**src/hw/rtl/pcfs_pkg.sv**
```systemverilog
// ----------------------------------------------------------------------------
// Periodic CAN frame scheduler package
// Shared widths, item codes and the table entry type.
// ----------------------------------------------------------------------------
package pcfs_pkg;

    // Field widths of one table entry.
    localparam int TIME_W = 32;
    localparam int PER_W  = 14;
    localparam int ID_W   = 29;
    localparam int DATA_W = 64;
    localparam int KIND_W = 2;

    // Raw identifier word layout.
    localparam int RAW_W   = 32;
    localparam int BUS_BIT = 29;

    // Shortest period that is stored.
    localparam logic [PER_W-1:0] MIN_PERIOD = PER_W'(10);

    // At most this many frames leave per tick.
    localparam int MAX_RESULTS = 16;
    localparam int HIT_W       = $clog2(MAX_RESULTS + 1);

    // Default table depth.
    localparam int DEF_MAX_MSGS = 16;

    // Item kinds.
    localparam logic [KIND_W-1:0] KIND_TICK  = 2'd0;
    localparam logic [KIND_W-1:0] KIND_ADD   = 2'd1;
    localparam logic [KIND_W-1:0] KIND_CLEAR = 2'd2;

    // One table entry as it travels along the cell row.
    typedef struct packed {
        logic [TIME_W-1:0] last_sent;
        logic [PER_W-1:0]  period;
        logic              bus;
        logic [ID_W-1:0]   id;
        logic [DATA_W-1:0] data;
    } t_entry;

endpackage

```
**src/hw/rtl/pcfs_cell.sv**
```systemverilog
// ----------------------------------------------------------------------------
// Periodic CAN frame scheduler cell
// Holds one table entry. During a scan it takes the entry of its neighbor,
// so the row rotates one place per cycle; when idle it can be written.
// ----------------------------------------------------------------------------
module pcfs_cell (
    input  logic                       i_clk,
    input  logic                       i_rst_n,
    input  logic                       i_shift,
    input  pcfs_pkg::t_entry           i_shift_in,
    input  logic                       i_wr,
    input  logic [pcfs_pkg::PER_W-1:0] i_wr_period,
    input  logic                       i_wr_bus,
    input  logic [pcfs_pkg::ID_W-1:0]  i_wr_id,
    input  logic [pcfs_pkg::DATA_W-1:0] i_wr_data,
    output pcfs_pkg::t_entry           o_entry
);

    logic [pcfs_pkg::TIME_W-1:0] r_last_sent;
    logic [pcfs_pkg::PER_W-1:0]  r_period;
    logic                        r_bus;
    logic [pcfs_pkg::ID_W-1:0]   r_id;
    logic [pcfs_pkg::DATA_W-1:0] r_data;

    // Last sent time is cleared by reset; an add leaves it alone.
    always_ff @(posedge i_clk) begin
        if (!i_rst_n) begin
            r_last_sent <= '0;
        end else if (i_shift) begin
            r_last_sent <= i_shift_in.last_sent;
        end
    end

    // Frame fields hold no reset value.
    always_ff @(posedge i_clk) begin
        if (i_shift) begin
            r_period <= i_shift_in.period;
            r_bus    <= i_shift_in.bus;
            r_id     <= i_shift_in.id;
            r_data   <= i_shift_in.data;
        end else if (i_wr) begin
            r_period <= i_wr_period;
            r_bus    <= i_wr_bus;
            r_id     <= i_wr_id;
            r_data   <= i_wr_data;
        end
    end

    assign o_entry = '{last_sent: r_last_sent, period: r_period, bus: r_bus,
                       id: r_id, data: r_data};

endmodule

```
**src/hw/rtl/periodic_can_frame_scheduler_core.sv**
```systemverilog
// ----------------------------------------------------------------------------
// Periodic CAN frame scheduler core
// A row of MAX_MSGS cells holds the frame table. A tick rotates the row once
// through the head, where each entry is checked and, when due, sent.
// Add and clear items never make the block busy; it stays free for the next item.
// A tick with ignition on and a non-empty table stays busy while the row passes
// the head once, cell by cell, and then in a flush state for the held frame;
// the final frame appears in the same cycle that busy falls. The receiver cannot stall.
// Synchronous active-low reset empties the table and zeroes all last sent times.
// ----------------------------------------------------------------------------
module periodic_can_frame_scheduler_core #(
    parameter int MAX_MSGS = pcfs_pkg::DEF_MAX_MSGS
) (
    input  logic                          i_clk,
    input  logic                          i_rst_n,
    input  logic                          start,
    output logic                          busy,
    input  logic [pcfs_pkg::KIND_W-1:0]   i_kind,
    input  logic [pcfs_pkg::TIME_W-1:0]   i_now_ms,
    input  logic                          i_ignition_on,
    input  logic [pcfs_pkg::RAW_W-1:0]    i_raw_id,
    input  logic [pcfs_pkg::PER_W-1:0]    i_period_ms,
    input  logic [pcfs_pkg::DATA_W-1:0]   i_payload,
    output logic                          o_strobe,
    output logic                          o_bus_select,
    output logic [pcfs_pkg::ID_W-1:0]     o_frame_id,
    output logic [pcfs_pkg::DATA_W-1:0]   o_frame_data,
    output logic                          o_last
);

    localparam int CNT_W = $clog2(MAX_MSGS + 1);
    localparam int IDX_W = (MAX_MSGS > 1) ? $clog2(MAX_MSGS) : 1;

    typedef enum logic [1:0] {
        ST_IDLE,
        ST_SCAN,
        ST_FLUSH
    } t_state;

    t_state                        r_state;
    logic [CNT_W-1:0]              r_count;
    logic [IDX_W-1:0]              r_idx;
    logic [pcfs_pkg::HIT_W-1:0]    r_hits;
    logic [pcfs_pkg::TIME_W-1:0]   r_now;
    logic                          r_pend_v;
    logic                          r_pend_bus;
    logic [pcfs_pkg::ID_W-1:0]     r_pend_id;
    logic [pcfs_pkg::DATA_W-1:0]   r_pend_data;
    logic                          r_strobe;
    logic                          r_bus;
    logic [pcfs_pkg::ID_W-1:0]     r_id;
    logic [pcfs_pkg::DATA_W-1:0]   r_data;
    logic                          r_last;

    pcfs_pkg::t_entry              cell_q [MAX_MSGS];
    pcfs_pkg::t_entry              head_upd;
    logic [pcfs_pkg::TIME_W-1:0]   elapsed;
    logic                          scan;
    logic                          due;
    logic                          add_acc;
    logic [pcfs_pkg::PER_W-1:0]    wr_period;

    // Handshake and add decoding.
    assign busy      = (r_state != ST_IDLE);
    assign scan      = (r_state == ST_SCAN);
    assign add_acc   = start && !busy && (i_kind == pcfs_pkg::KIND_ADD) &&
                       (r_count < CNT_W'(MAX_MSGS));
    assign wr_period = (i_period_ms < pcfs_pkg::MIN_PERIOD) ? pcfs_pkg::MIN_PERIOD
                                                            : i_period_ms;

    // Head check: the entry now in cell 0 is due when its wrapped age exceeds
    // its period, it lies inside the table and the per-tick limit is not met.
    always_comb begin
        elapsed  = r_now - cell_q[0].last_sent;
        due      = scan && (CNT_W'(r_idx) < r_count) &&
                   (elapsed > {{(pcfs_pkg::TIME_W - pcfs_pkg::PER_W){1'b0}},
                               cell_q[0].period}) &&
                   (r_hits != pcfs_pkg::HIT_W'(pcfs_pkg::MAX_RESULTS));
        head_upd = cell_q[0];
        if (due) begin
            head_upd.last_sent = r_now;
        end
    end

    // Row of cells; the head feeds back into the tail.
    for (genvar k = 0; k < MAX_MSGS; k++) begin : g_cell
        pcfs_pkg::t_entry shift_in;
        if (k == MAX_MSGS - 1) begin : g_tail
            assign shift_in = head_upd;
        end else begin : g_mid
            assign shift_in = cell_q[k+1];
        end
        pcfs_cell u_cell (
            .i_clk       (i_clk),
            .i_rst_n     (i_rst_n),
            .i_shift     (scan),
            .i_shift_in  (shift_in),
            .i_wr        (add_acc && (r_count == CNT_W'(k))),
            .i_wr_period (wr_period),
            .i_wr_bus    (i_raw_id[pcfs_pkg::BUS_BIT]),
            .i_wr_id     (i_raw_id[pcfs_pkg::ID_W-1:0]),
            .i_wr_data   (i_payload),
            .o_entry     (cell_q[k])
        );
    end

    // Control sequencer. A due frame is held until the next due frame or the flush
    // so the final one of a tick can be marked once the scan has passed all cells.
    always_ff @(posedge i_clk) begin
        if (!i_rst_n) begin
            r_state  <= ST_IDLE;
            r_count  <= '0;
            r_idx    <= '0;
            r_hits   <= '0;
            r_pend_v <= 1'b0;
            r_strobe <= 1'b0;
        end else begin
            r_strobe <= 1'b0;
            unique case (r_state)
                ST_IDLE: begin
                    if (start) begin
                        case (i_kind)
                            pcfs_pkg::KIND_ADD: begin
                                if (add_acc) begin
                                    r_count <= r_count + CNT_W'(1);
                                end
                            end
                            pcfs_pkg::KIND_CLEAR: begin
                                r_count <= '0;
                            end
                            pcfs_pkg::KIND_TICK: begin
                                if (i_ignition_on && (r_count != '0)) begin
                                    r_now    <= i_now_ms;
                                    r_idx    <= '0;
                                    r_hits   <= '0;
                                    r_pend_v <= 1'b0;
                                    r_state  <= ST_SCAN;
                                end
                            end
                            default: begin
                            end
                        endcase
                    end
                end
                ST_SCAN: begin
                    if (due) begin
                        r_hits <= r_hits + pcfs_pkg::HIT_W'(1);
                        if (r_pend_v) begin
                            r_strobe <= 1'b1;
                            r_bus    <= r_pend_bus;
                            r_id     <= r_pend_id;
                            r_data   <= r_pend_data;
                            r_last   <= 1'b0;
                        end
                        r_pend_v    <= 1'b1;
                        r_pend_bus  <= cell_q[0].bus;
                        r_pend_id   <= cell_q[0].id;
                        r_pend_data <= cell_q[0].data;
                    end
                    if (r_idx == IDX_W'(MAX_MSGS - 1)) begin
                        r_state <= ST_FLUSH;
                    end else begin
                        r_idx <= r_idx + IDX_W'(1);
                    end
                end
                ST_FLUSH: begin
                    if (r_pend_v) begin
                        r_strobe <= 1'b1;
                        r_bus    <= r_pend_bus;
                        r_id     <= r_pend_id;
                        r_data   <= r_pend_data;
                        r_last   <= 1'b1;
                    end
                    r_pend_v <= 1'b0;
                    r_state  <= ST_IDLE;
                end
                default: begin
                    r_state <= ST_IDLE;
                end
            endcase
        end
    end

    assign o_strobe     = r_strobe;
    assign o_bus_select = r_bus;
    assign o_frame_id   = r_id;
    assign o_frame_data = r_data;
    assign o_last       = r_last;

endmodule

```
**config.mk**
```make
export PLATFORM = sky130hd
export DESIGN_NAME = periodic_can_frame_scheduler_core
export DESIGN_NICKNAME = d
export VERILOG_FILES = /design/src/hw/rtl/pcfs_pkg.sv /design/src/hw/rtl/pcfs_cell.sv /design/src/hw/rtl/periodic_can_frame_scheduler_core.sv
export SDC_FILE = /design/constraint.sdc
export NUM_CORES = 2
export LEC_CHECK = 0
export BUFFER_PORTS_ARGS = -buffer_cell sky130_fd_sc_hd__buf_2
export CAP_MARGIN = 20
export CORE_MARGIN = 1
export CORE_UTILIZATION = 60
export DETAILED_ROUTE_END_ITERATION = 8
export PLACE_DENSITY = 0.75
export SETUP_SLACK_MARGIN = 0.05
export SLEW_MARGIN = 20
export SYNTH_ARGS = -nofsm -noshare
export SYNTH_HDL_FRONTEND = slang
export SYNTH_SLANG_ARGS = --single-unit
```
**constraint.sdc**
```tcl
create_clock -name i_clk -period 9.2 [get_ports i_clk]
set_clock_uncertainty 0.05 [all_clocks]
set_input_delay 0.46 -clock i_clk [delete_from_list [all_inputs] [get_ports i_clk]]
set_output_delay 0.46 -clock i_clk [all_outputs]
set_load 0.01 [all_outputs]
```
-- Word-level counts from Yosys, hierarchy flattened
Index checks and enable logic that the tools add are counted.
- output and inout bits: 97
- logic and storage cells: 358
- bits in registers: 2479
- magnitude comparators: 4
- mux-type cells: 168
- add/subtract/negate cells: 4
- equal/unequal tests: 30
- reduce and logical (&&, ||, !) cells: 58
- operator list (operator ; count):
    $mux W64 ; 34
    $mux W29 ; 34
    $mux W14 ; 33
    $pmux W64 S2 ; 1
    $pmux W29 S2 ; 1
    $mux W1 ; 43
    $eq A5 B4 Y1 const B ; 8
    $reduce_bool A2 Y1 ; 20
    $gt A32 B14 Y1 ; 1
    $mux W32 ; 1
    $sub A32 B32 Y32 ; 1
    $mux W5 ; 5
    $reduce_and A5 Y1 ; 5
    $logic_and A1 B1 Y1 ; 23
    $eq A5 B3 Y1 const B ; 4
    $pmux W5 S2 ; 2
    $mux W4 ; 4
    $lt A14 B4 Y1 const B ; 1
    $ne A2 B2 Y1 const B ; 6
    $add A5 B1 Y5 const B ; 2
    $eq A5 B2 Y1 const B ; 2
    $mux W2 ; 4
    $pmux W4 S2 ; 1
    $reduce_and A4 Y1 ; 2
    other kinds (18) ; 26

-- Longest topological paths before layout
- word-level depth: 8
- gate-level depth with buffers: 24
- gate-level depth less buffers: 22

-- Modules after synthesis
Synthesis repeated with hierarchy kept, for this count alone.
- cell total of the unflattened synthesis: 6204
- area total of the unflattened synthesis: 109231.0 um^2
- modules (own cells, without submodules) (module ; instances ; sequential area each (um^2) ; cells an instance ; area each (um^2)):
    pcfs_cell ; 16 ; 3883.7 ; 333 ; 6135.9
    periodic_can_frame_scheduler_core ; 1 ; 6996.7 ; 876 ; 11056.9

-- Worst setup path after synthesis
OpenSTA, ideal clock, no wires.
- path kind: register to register
- start point: register r_now[0] (netlist bit)
- end point: register r_bus (netlist: o_bus_select), enable pin
- buffers on the path: 1
- slack: 1.005 ns
- clock period less this slack: 8.195 ns
- cell stages (with the launch flop): 24
- data arrival time: 7.586 ns
- library setup time: 0.559 ns
- required time: 8.591 ns
- cell sequence: edfxtp_1 inv_1 ha_1 fa_1 nor2b_1 o2111ai_1 nand2_1 nand2_1 nand2_1 a21oi_1 xnor2_1 ha_1 and4_1 nand4_1 a21o_1 a31o_2 o2111ai_1 a2111oi_2 o211ai_1 nor4_4 a21oi_2 nand2b_4 buf_6 nor2b_1
- word-level cells in the longest chain between the ends: 6
- RTL lines (element ; line ; source):
    start: declaration ; periodic_can_frame_scheduler_core.sv:44 ; logic [pcfs_pkg::TIME_W-1:0] r_now;
    start signal: assignment ; periodic_can_frame_scheduler_core.sv:133 ; r_now <= i_now_ms;
    $sub A32 B32 Y32 ; periodic_can_frame_scheduler_core.sv:74 ; elapsed = r_now - cell_q[0].last_sent;
    $gt A32 B14 Y1 ; periodic_can_frame_scheduler_core.sv:76 ; (elapsed > {{(pcfs_pkg::TIME_W - pcfs_pkg::PER_W){1'b0}},
    $logic_and A1 B1 Y1 ; periodic_can_frame_scheduler_core.sv:75 ; due = scan && (CNT_W'(r_idx) < r_count) &&
    $logic_and A1 B1 Y1 ; periodic_can_frame_scheduler_core.sv:77 ; cell_q[0].period}) &&
    $ne A2 B1 Y1 (no line) ; -- ;
    $reduce_and A3 Y1 (no line) ; -- ;
    end signal: assignment ; periodic_can_frame_scheduler_core.sv:150 ; r_bus <= r_pend_bus;
    end signal: assignment ; periodic_can_frame_scheduler_core.sv:169 ; r_bus <= r_pend_bus;
    end: declaration ; periodic_can_frame_scheduler_core.sv:50 ; logic r_bus;
Every way passes these cells.
A chain may end at the register's enable or synchronous reset.

-- Final worst setup path
- start point: register r_now[4] (netlist bit)
- end point: register r_data, in the netlist o_frame_data[24], enable pin
- word-level cells in the longest chain between the ends: 6
- RTL lines (element ; line ; source):
    $sub A32 B32 Y32 ; periodic_can_frame_scheduler_core.sv:74 ;
    $gt A32 B14 Y1 ; periodic_can_frame_scheduler_core.sv:76 ;
    $logic_and A1 B1 Y1 ; periodic_can_frame_scheduler_core.sv:75 ;
    $logic_and A1 B1 Y1 ; periodic_can_frame_scheduler_core.sv:77 ;
    $ne A2 B1 Y1 (no line) ; -- ;
    $reduce_and A3 Y1 (no line) ; -- ;
    end signal: assignment ; periodic_can_frame_scheduler_core.sv:152 ; r_data <= r_pend_data;
    end signal: assignment ; periodic_can_frame_scheduler_core.sv:171 ; r_data <= r_pend_data;
    end: declaration ; periodic_can_frame_scheduler_core.sv:52 ; logic [pcfs_pkg::DATA_W-1:0] r_data;
Every way passes these cells.

==> out/results.ini <==
[detailed_routing]
routedWlPerCell_um = 19.1
drt-total-wl_mm = 199
drt_iter0_markers = 6583
via_per_inst = 5.52
drtPass1Iterations = 7
drtAntennaViolNets = 0
vias = 57600
drc = 0

[worst_setup_path]
cp_max_fo = 66
slowest_stage = nor2b_4
critPathLaunchType = flop
r2r_cells = 20
crit_required_ps = 9630
r2r_slack_ps = 3150
path_cells = ha_1, o211ai_1, a21oi_1, o31ai_1, a21oi_1, nor2_1, xnor2_1, ha_1, and4_1, nand4_1, a21o_1, a31o_2, o2111ai_1, a2111oi_2, o211ai_1, nor4_4, a21oi_4, nand2b_4, nor2b_4, buf_12
r2r_start = r_now[4]
max_stage_delay_ps = 770
r2r-end = o_frame_data[24]
critical_path_class = reg -> reg
cp_data_arrival_time_ps = 6480
end_kind = flop

[place]
portBuffers = 242
gp_congestion = 0.837
dp_hpwl_mm = 107
pre_cts_ws_ps = 3080
dp.cells = 9962

[logic_synthesis]
synth_area_mm2 = 0.0952
yosys_most_used_dff = edfxtp_1
synth_seq_cells = 2479
synth_cell_types = 68
synth_edf_count = 1949
yosysWarnings = 0
async_flop_share_pct = 0
synthCells = 8059
synth_fp_nets = 8268
synth.avg_cell_area_um2 = 11.8
seq_area_frac_synth_pct = 72.6

[layout]
syn2layout_area_growth_pct = 10.9
n_antenna_cell = 0
drive_gt1_share_pct = 8.21
post-route-util_pct = 67.3
nets = 8381
fin_cells = 10400

[die]
dieWidth_um = 400
io_pins = 245
die_h_um = 400
dieArea_mm2 = 0.160
fp-row-count = 145
core_mm2 = 0.157
start_util_pct = 60.7

[clock_network]
cts-resized-gates = 0
cts-root-buf = clkbuf_16
cts_tree = yes
h-tree-depth = 4
clockBufferDepth = 3
cts_buffers = 231
clkLatencyLatePin_ps = 860
cts.sinks = 2479
clk_pin_slew_ps = 60

[pwr]
max-vdd-ir-drop_uv = 205
p_per_area_mw_per_mm2 = 209
p_leak_nw = 38.0

[worst_hold_path]
whs_endpoint = r_count[4]
hold_class = in -> reg
min_delay_path_depth = 3
hold_start = start

[sta]
slew_headroom_pct = 22.7
setup_ws_ps = 3150
hold_ws_ps = 86.1
hold_viol_final = 0
finalSetupViolations = 0
period_needed_ps = 6050
tightest_slew_ps = 1160
rsz0062_at_grt = no
max_freq_ghz = 0.165
slew_viol_final = 0
fin_tns_setup_ps = 0
post-route-period-util_pct = 65.8

[global_route]
grt_pass1_wl_mm = 312
grtUsageTotal_pct = 24.8
grt_overflow = 0
grt_max_degree = 257
antenna_found_initial = 16
grt_pass1_vias = 55300

[outcome]
status = completed

[job]
max_cap_violations = 0

[cells in the final DEF, fill, tap and decap left out, types with 16 or more instances in the layout]
master,Yosys,routed
nand2_1,3559,3543
edfxtp_1,1949,1949
dfxtp_1,530,530
nor2_1,515,515
mux2i_1,484,484
buf_2,12,242
clkbuf_16,0,236
inv_1,71,70
ha_1,60,59
clkbuf_1,369,56
a21oi_1,54,54
clkinv_1,0,54
buf_4,3,51
a21o_1,40,40
and3_1,40,40
a31oi_1,36,36
clkinv_2,0,36
o21ai_0,34,34
dlygate4sd3_1,0,34
o31ai_2,28,28
xnor2_1,18,18
nand3_1,17,17
nand2_4,0,16
[stage by stage]
step	instance area, um^2	total power, W
6_report	106000	0.0220
5_1_grt	106000	0.0227
4_1_cts	106000	0.0221
3_5_place_dp	97900	0.0130
3_3_place_gp	97900	0.0130
2_1_floorplan	95200	0.0128
[power breakdown]
group | leakage [nW] | internal (W) | switching (W) | total [W]
clock | 3.57 | 0.00516 | 0.00407 | 0.00923
sequential | 21.8 | 0.0122 | 0.0000283 | 0.0122
combinational | 12.6 | 0.000155 | 0.000438 | 0.000594
[routing by layer]
metal	vias up	wire length, um	track usage (%)
met5	-	111	0
met4	18	3790	5.76
met3	284	16600	4.97
met2	1970	91200	38.0
met1	28000	87100	36.6
li1	27300	-	-
[cell families after synthesis]
family / share of synthesized area [%]
simple gates: 16.9
fa+ha+maj: 0.810
mux: 5.09
flops: 72.6
compound gates: 2.12
buf+inv: 2.17
xor+xnor: 0.248
[cell usage after synthesis, drive strengths merged, types with 9 or more instances]
| cell type | instances | area, um^2 |
|---|---|---|
| o21ai | 45 | 229 |
| a21oi | 58 | 305 |
| a21o | 40 | 300 |
| xor2 | 9 | 78.8 |
| o211ai | 11 | 82.6 |
| nand3 | 17 | 85.1 |
| nor3 | 15 | 80.1 |
| o31ai | 36 | 410 |
| xnor2 | 18 | 158 |
| inv | 72 | 270 |
| dfxtp | 530 | 10600 |
| nand2 | 3559 | 13400 |
| a211oi | 10 | 85.1 |
| and3 | 40 | 250 |
| nor2 | 515 | 1930 |
| a31oi | 37 | 238 |
| nand4 | 14 | 87.6 |
| buf | 89 | 413 |
| edfxtp | 1949 | 58500 |
| clkbuf | 369 | 1390 |
| ha | 60 | 751 |
| mux2i | 484 | 4840 |
[layout make-up]
cell class	count	area, um^2
flip-flops and latches	2479	69100
fillers	11000	51200
multi-input cells	5050	24100
clock buffers	306	6300
well taps	2058	2570
repair buffers	338	2150
clock inverters	118	1000
inverters	72	285
[critical path: cells and delay by family, from the launching register on]
family,cells,cell delay [ps]
buffers and inverters,1,400
xor gates and xnor gates,1,110
and+or+nand+nor,6,1930
AOI/OAI and AO/OA,10,1920
adders and majority gates,2,710
DFF,1,390
[how the worst max path moves through the flow]
stage,from,endpoint,slack (ps),cells past startpoint
global route,r_now[2],r_pend_data[21],2790,20
CTS,r_now[2],o_frame_data[24],3070,20
floorplan,r_now[0],o_bus_select,1000,23
global placement,r_now[2],o_frame_data[30],3140,20
detailed placement,r_now[2],o_frame_data[29],3080,20
finish,r_now[4],o_frame_data[24],3150,20
[flip-flops by register name, summed over array words and instances (netlist names), 5 cells and up]
| register | cells |
|---|---|
| g_cell.u_cell.r_data | 1024 |
| g_cell.u_cell.r_last_sent | 512 |
| g_cell.u_cell.r_id | 464 |
| g_cell.u_cell.r_period | 224 |
| o_frame_data | 64 |
| r_pend_data | 64 |
| r_now | 32 |
| o_frame_id | 29 |
| r_pend_id | 29 |
| g_cell.u_cell.r_bus | 16 |
| r_count | 5 |
| r_hits | 5 |
[timing repair]
item,in CTS,in global routing
endpoints found under the setup margin,0,0
hold endpoints to repair,33,0
hold buffers,34,0
buffers inserted,0,0
Note: power is estimated with default switching activity, not from simulation.
